--- config.mk ---
export PLATFORM = sky130hd
export DESIGN_NAME = hbs_seq
export DESIGN_NICKNAME = d
export VERILOG_FILES = /design/src/rtl/hbs_pkg.sv /design/src/rtl/hbs_seq.sv
export SDC_FILE = /design/constraint.sdc
export NUM_CORES = 1
export LEC_CHECK = 0
export ABC_AREA = 1
export BUFFER_PORTS_ARGS = -buffer_cell sky130_fd_sc_hd__buf_2
export CAP_MARGIN = 10
export CORE_AREA = 2 2 39 41
export DETAILED_ROUTE_END_ITERATION = 10
export DIE_AREA = 0 0 41 43
export PLACE_DENSITY = 0.71
export SLEW_MARGIN = 5
export SYNTH_ARGS = -nofsm -noshare
export SYNTH_HDL_FRONTEND = slang
export SYNTH_SLANG_ARGS = --single-unit
--- constraint.sdc ---
create_clock -name i_clk -period 1.4 [get_ports i_clk]
set_input_delay 0.14 -clock i_clk [delete_from_list [all_inputs] [get_ports i_clk]]
set_output_delay 0.14 -clock i_clk [all_outputs]
set_load 0.005 [all_outputs]
--- src/rtl/hbs_pkg.sv ---
`default_nettype none

package hbs_pkg;

    localparam int UNIV_BITS_DEF = 18;
    localparam int FUNC_W        = 3;
    localparam int WORD_W        = 64;
    localparam int DIGIT_W       = 6;
    localparam int MAX_LEVELS    = 4;

    localparam logic [FUNC_W-1:0] FN_INSERT = 3'd0;
    localparam logic [FUNC_W-1:0] FN_DELETE = 3'd1;
    localparam logic [FUNC_W-1:0] FN_PRED   = 3'd2;
    localparam logic [FUNC_W-1:0] FN_SUCC   = 3'd3;
    localparam logic [FUNC_W-1:0] FN_MIN    = 3'd4;
    localparam logic [FUNC_W-1:0] FN_MAX    = 3'd5;

    typedef enum logic [3:0] {
        ST_CLEAR,
        ST_IDLE,
        ST_UPD_RD,
        ST_UPD_WR,
        ST_QRY_RD,
        ST_QRY_EV,
        ST_DSC_RD,
        ST_DSC_EV,
        ST_EMIT
    } t_step;

    typedef enum logic [1:0] {
        ASEL_X,
        ASEL_ANS,
        ASEL_CLR
    } t_asel;

    typedef enum logic [2:0] {
        DP_NONE,
        DP_CLEAR,
        DP_LOAD,
        DP_UPDATE,
        DP_QUERY,
        DP_DESCEND,
        DP_EMIT
    } t_dpop;

    typedef enum logic [2:0] {
        C_NONE,
        C_CLEAR,
        C_DISPATCH,
        C_UPDATE,
        C_QUERY,
        C_DESCEND,
        C_EMIT
    } t_cond;

    typedef struct packed {
        logic  mem_rd;
        logic  mem_wr;
        logic  wr_zero;
        logic  in_rdy;
        t_asel asel;
        t_dpop dp;
        t_cond cond;
        t_step next;
        t_step jmp;
        t_step alt;
    } t_uword;

    typedef struct packed {
        logic accept;
        logic clr_last;
        logic upd_stop;
        logic qry_emit;
        logic qry_hit;
        logic dsc_emit;
        logic out_free;
    } t_stat;

    // words held by one level of the tree, zero above the root
    function automatic int lvl_words(input int u, input int levels, input int lv);
        int sh;
        sh = u - DIGIT_W * (lv + 1);
        if (lv >= levels) begin
            return 0;
        end
        if (sh < 0) begin
            sh = 0;
        end
        return 1 << sh;
    endfunction

    function automatic int lvl_base(input int u, input int levels, input int lv);
        int sum;
        sum = 0;
        for (int j = 0; j < MAX_LEVELS; j++) begin
            if (j < lv) begin
                sum = sum + lvl_words(u, levels, j);
            end
        end
        return sum;
    endfunction

    function automatic logic [DIGIT_W-1:0] low_bit(input logic [WORD_W-1:0] v);
        logic [DIGIT_W-1:0] pos;
        pos = '0;
        for (int i = WORD_W - 1; i >= 0; i--) begin
            if (v[i]) begin
                pos = DIGIT_W'(i);
            end
        end
        return pos;
    endfunction

    function automatic logic [DIGIT_W-1:0] high_bit(input logic [WORD_W-1:0] v);
        logic [DIGIT_W-1:0] pos;
        pos = '0;
        for (int i = 0; i < WORD_W; i++) begin
            if (v[i]) begin
                pos = DIGIT_W'(i);
            end
        end
        return pos;
    endfunction

    // entry step of each operation
    function automatic t_step dispatch(input logic [FUNC_W-1:0] func);
        t_step s;
        case (func) inside
            FN_INSERT, FN_DELETE: s = ST_UPD_RD;
            FN_PRED, FN_SUCC:     s = ST_QRY_RD;
            FN_MIN, FN_MAX:       s = ST_DSC_RD;
            default:              s = ST_IDLE;
        endcase
        return s;
    endfunction

    // control store
    function automatic t_uword ucode(input t_step step);
        t_uword uw;
        uw         = '0;
        uw.asel    = ASEL_X;
        uw.dp      = DP_NONE;
        uw.cond    = C_NONE;
        uw.next    = ST_IDLE;
        uw.jmp     = ST_IDLE;
        uw.alt     = ST_IDLE;
        case (step)
            ST_CLEAR: begin
                uw.mem_wr  = 1'b1;
                uw.wr_zero = 1'b1;
                uw.asel    = ASEL_CLR;
                uw.dp      = DP_CLEAR;
                uw.cond    = C_CLEAR;
                uw.next    = ST_CLEAR;
                uw.jmp     = ST_IDLE;
            end
            ST_IDLE: begin
                uw.in_rdy = 1'b1;
                uw.dp     = DP_LOAD;
                uw.cond   = C_DISPATCH;
                uw.next   = ST_IDLE;
            end
            ST_UPD_RD: begin
                uw.mem_rd = 1'b1;
                uw.next   = ST_UPD_WR;
            end
            ST_UPD_WR: begin
                uw.mem_wr = 1'b1;
                uw.dp     = DP_UPDATE;
                uw.cond   = C_UPDATE;
                uw.next   = ST_UPD_RD;
                uw.jmp    = ST_IDLE;
            end
            ST_QRY_RD: begin
                uw.mem_rd = 1'b1;
                uw.next   = ST_QRY_EV;
            end
            ST_QRY_EV: begin
                uw.dp   = DP_QUERY;
                uw.cond = C_QUERY;
                uw.next = ST_QRY_RD;
                uw.jmp  = ST_EMIT;
                uw.alt  = ST_DSC_RD;
            end
            ST_DSC_RD: begin
                uw.mem_rd = 1'b1;
                uw.asel   = ASEL_ANS;
                uw.next   = ST_DSC_EV;
            end
            ST_DSC_EV: begin
                uw.asel = ASEL_ANS;
                uw.dp   = DP_DESCEND;
                uw.cond = C_DESCEND;
                uw.next = ST_DSC_RD;
                uw.jmp  = ST_EMIT;
            end
            ST_EMIT: begin
                uw.dp   = DP_EMIT;
                uw.cond = C_EMIT;
                uw.next = ST_EMIT;
                uw.jmp  = ST_IDLE;
            end
            default: begin
                uw.next = ST_IDLE;
            end
        endcase
        return uw;
    endfunction

endpackage

`default_nettype wire

--- src/rtl/hbs_seq.sv ---
`default_nettype none

module hbs_seq (
    input  wire logic                       i_clk,
    input  wire logic                       i_rst_n,
    input  wire hbs_pkg::t_stat             i_stat,
    input  wire logic [hbs_pkg::FUNC_W-1:0] i_func,
    output hbs_pkg::t_uword                 o_ctrl
);

    hbs_pkg::t_step r_step;
    hbs_pkg::t_step n_step;

    always_ff @(posedge i_clk) begin
        if (!i_rst_n) begin
            r_step <= hbs_pkg::ST_CLEAR;
        end else begin
            r_step <= n_step;
        end
    end

    // next step
    always_comb begin
        n_step = o_ctrl.next;
        case (o_ctrl.cond)
            hbs_pkg::C_NONE: begin
                n_step = o_ctrl.next;
            end
            hbs_pkg::C_DISPATCH: begin
                if (i_stat.accept) begin
                    n_step = hbs_pkg::dispatch(i_func);
                end
            end
            hbs_pkg::C_CLEAR: begin
                if (i_stat.clr_last) begin
                    n_step = o_ctrl.jmp;
                end
            end
            hbs_pkg::C_UPDATE: begin
                if (i_stat.upd_stop) begin
                    n_step = o_ctrl.jmp;
                end
            end
            hbs_pkg::C_QUERY: begin
                if (i_stat.qry_emit) begin
                    n_step = o_ctrl.jmp;
                end else if (i_stat.qry_hit) begin
                    n_step = o_ctrl.alt;
                end
            end
            hbs_pkg::C_DESCEND: begin
                if (i_stat.dsc_emit) begin
                    n_step = o_ctrl.jmp;
                end
            end
            hbs_pkg::C_EMIT: begin
                if (i_stat.out_free) begin
                    n_step = o_ctrl.jmp;
                end
            end
            default: begin
                n_step = hbs_pkg::ST_IDLE;
            end
        endcase
    end

    // control word of the current step
    always_comb begin
        o_ctrl = hbs_pkg::ucode(r_step);
    end

endmodule

`default_nettype wire

-- Word level (Yosys, flattened, before mapping)
Cells that the tools add are included.
- bits in registers: 4
- latch bits: 0
- bits in writable memories: 0
- ROM bits: 0
- input bits: 12
- output and inout port bits: 24
- logic and storage cells: 50
- memories: 0
- add/sub/neg operators: 0
- multiply operators: 0
- div/mod/pow operators: 0
- magnitude comparators: 0
- equality and inequality tests: 19
- shift operators: 0
- mux-type cells: 20
- bitwise operators: 0
- reduce and logical (&&, ||, !) cells: 10
- operators with widths (kind ; count):
    6-bit case mux with 6 select lines ; 1
    4-bit 2-to-1 mux ; 8
    4-bit case mux with 8 select lines ; 1
    4-bit case mux with 7 select lines ; 1
    4-bit by 3-bit equality test with 1-bit output, second input constant ; 4
    3-bit equality test, second input constant ; 5
    3-bit by 2-bit equality test with 1-bit output, second input constant ; 4
    3-bit 2-to-1 mux ; 4
    2-bit OR reduction ; 6
    4-bit by 2-bit equality test with 1-bit output, second input constant ; 2
    3-bit by 1-bit equality test with 1-bit output, second input constant ; 2
    3-bit logical NOT ; 2
    4-bit by 1-bit equality test with 1-bit output, second input constant ; 1
    4-bit equality test, second input constant ; 1
    4-bit logical NOT ; 1
    1-bit 2-to-1 mux ; 4
    2-bit case mux with 2 select lines ; 1
    3-bit OR reduction ; 1

-- Longest topological paths before layout
- depth in word-level cells: 7
- gate-level depth with buffers: 9
- mapped depth without buffers: 9

-- Worst setup path after synthesis
OpenSTA, ideal clock, no wires.
- path kind: reg2out
- start point: register r_step[0]
- end point: output o_ctrl[15] (netlist name)
- arrival time: 1.221 ns
- required time: 1.260 ns
- setup slack: 0.039 ns
- stages on the path, launching flop included: 7
- path buffers: 1
- cell sequence: dfxtp_1 > inv_1 > nand2_4 > nor2_1 > or2_1 > or2_1 > buf_4
- RTL lines (element ; RTL line ; source):
    start, declared ; hbs_seq.sv:11 ; hbs_pkg::t_step r_step;
    start signal, assigned ; hbs_seq.sv:16 ; r_step <= hbs_pkg::ST_CLEAR;
    start signal, assigned ; hbs_seq.sv:18 ; r_step <= n_step;
    end, declared ; hbs_seq.sv:8 ; output hbs_pkg::t_uword o_ctrl

==> run summary <==
Pwr Density: 835 nW/um^2
Synth top area share: 0.176
FFs w/ async S/R, synth: 0
Max rail drop VDD: 0.443 mV
Count of input and output buffers: 31
Final Hold Viols: 0
CP max FO: 5
Layout Utilization: 0.545
Internal: 391 uW
Hold buffers post-CTS: 0
Grt ovf: 0
First-pass GRT wire length: 2020 microns
Fmax achieved: 0.683 GHz
Die W: 41 microns
Final ANT Viol Nets: 0
Lkg Pwr: 0.432 nW
RSZ-0062 raised after global routing: true
Most used DFF post-synth: dfxtp_1
Final setup viols: 3
ANT cells: 0
Commonest cells post-synth: 18 x nand2_1, 14 x inv_1, 12 x nor2_1, 7 x buf_4, 5 x o21ai_0
Syn Std Cell Area: 454 sq um
Library cells used by synthesis: 19
Vias in the first global route: 532
Final worst-path setup slack: -63.1 ps
Most common cell in the netlist: nand2_1
Area contributors post-synth: dfxtp_1 18%, nand2_1 15%, buf_4 12%, inv_1 12%, nor2_1 9.9%
Sequential share of the synthesized area: 0.176
Crit path launch type: flip-flop
Nets: 136
Hold Path Class: in -> reg
Vias per Instance: 4.72
Synthesized instance count: 82
Avg Synthesized Cell Area: 5.54 sq um
Flop pwr share: 0.212
Psw: 239 uW
Syn. warnings: 0
Fillers: 142
Dpl hpwl: 1020 microns
Ports: 36
Most flops, register: r_step
GRT Util Overall: 0.169
DRC: 0
CTS buffer count: 3
Max Buffers Root-to-Sink: 2
Status: finished, violations left
Critical-path top delay cell: dfxtp_2
Pre-Repair DR Iteration Count: 4
Clk slew on worst S/H paths: 40 ps
Largest registers: r_step (4)
Most frequent CP cell: or2_1
EDFF count, synth: 0
Initial Util: 0.328
Register bit total from synthesis: 4
Tcrit/Tclk final: 1.05
Max-slew violation count: 0
Critical path endpoint category: primary output
Layout area overhead: 66.1%
Clk_lat worst skew: 230 ps
Die height: 43 microns
Drt first-iter violations: 31
Post-DR wirelength/cell: 10.3 microns
CP arrival: 1320 ps
Max Cap Violations: 0
Clock sink count: 4
R2R setup slack: 60 ps
Via count: 651
Drt total wl: 1420 microns
Share of cells above drive strength 1: 0.549
Final total power: 630 uW
Max incr delay on CP: 340 ps
Tmin final: 1460 ps
Setup TNS: -185 ps
Initial antenna violation count: 0
Part of the power in the clock network: 0.219
Die area: 1760 sq um
CP Cell Sequence: inv_4 > nand2_4 > nor2_2 > or2_1 > or2_1 > buf_2
Max reg flops: 4
CTS H-Tree Depth: 1
Num rows: 14
Largest net degree at the start of global routing: 6
Switch share: 0.380
Post-Route Skew: 3.50 ps
Setup WS pre-CTS: 42.9 ps
TritonCTS clock tree: done
Combinational share of power: 0.568
Failing checks: negative setup slack
Largest area contributor in the netlist: dfxtp_1
GP Congestion: 0.856
Clock root buffer: clkbuf_4
WS Path Type: reg -> out
Critical path required time: 1260 ps
Core Area: 1380 sq um
## power groups by stage
stage          Clock (mW)  Combinational, mW  Sequential [mW]
2_1_floorplan           0              0.173            0.135
3_5_place_dp            0              0.269            0.134
5_1_grt             0.161              0.403            0.135
4_1_cts             0.149              0.338            0.132
6_report            0.138              0.358            0.134
3_3_place_gp            0              0.265            0.134
## stage by stage
step | cells | hold slack [ps] | cell area, sq um
floorplan | 84 | 303 | 462
global placement | 126 | 408 | 599
detailed placement | 126 | 412 | 599
CTS | 138 | 162 | 733
global route | 138 | 188 | 754
finish | 138 | 167 | 754
## worst max-delay path, delay by kind of cell, from the launching register on
kind                   cells  cell delay [ps]
buffers and inverters      2              190
flip-flops                 1              340
AND/OR/NAND/NOR            4              570
## routing by layer
metal  GRT usage  share of wire
met5           0              0
met4       0.133          0.013
met2       0.266           0.52
met1       0.180           0.36
met3      0.0366           0.11
## area by class of cell
class,count,area [sq um],area share
multi-input cells,57,313,0.415
clock buffers,3,22.5,0.0299
well taps,16,20.0,0.0265
inverters,16,65.1,0.0862
flip-flops and latches,4,92.6,0.123
repair buffers,42,241,0.320
## layout by cell type (no fill, tap or decap), drive strengths merged
cell / instances
dfxtp: 4
inv: 16
nor2: 15
nand3: 4
clkbuf: 3
nand2: 19
conb: 3
o211ai: 1
or2: 2
a21oi: 1
o21ai: 6
buf: 42
nand4: 2
nand3b: 1
nor3: 3
## timing repair
action,4_1_cts,5_1_grt
buffers inserted,9,2
gates cloned,0,0
hold endpoints to repair,0,0
pin swaps,5,5
resized for setup,19,7
endpoints found under the setup margin,4,10
## final timing paths
path	cells after the start	end	startpoint
max	6	o_ctrl[12]	r_step[0]$_SDFF_PN0_
min	3	r_step[2]$_SDFF_PN0_	i_rst_n
max reg2reg	10	r_step[0]$_SDFF_PN0_	r_step[3]$_SDFF_PN0_
min reg2reg	4	r_step[3]$_SDFF_PN0_	r_step[1]$_SDFF_PN0_
## kinds of logic after synthesis
family	synth area share
other cells	0.00826
simple gates	0.474
compound gates	0.0936
flops	0.176
buf+inv	0.248
(Power assumes the default switching activity.)
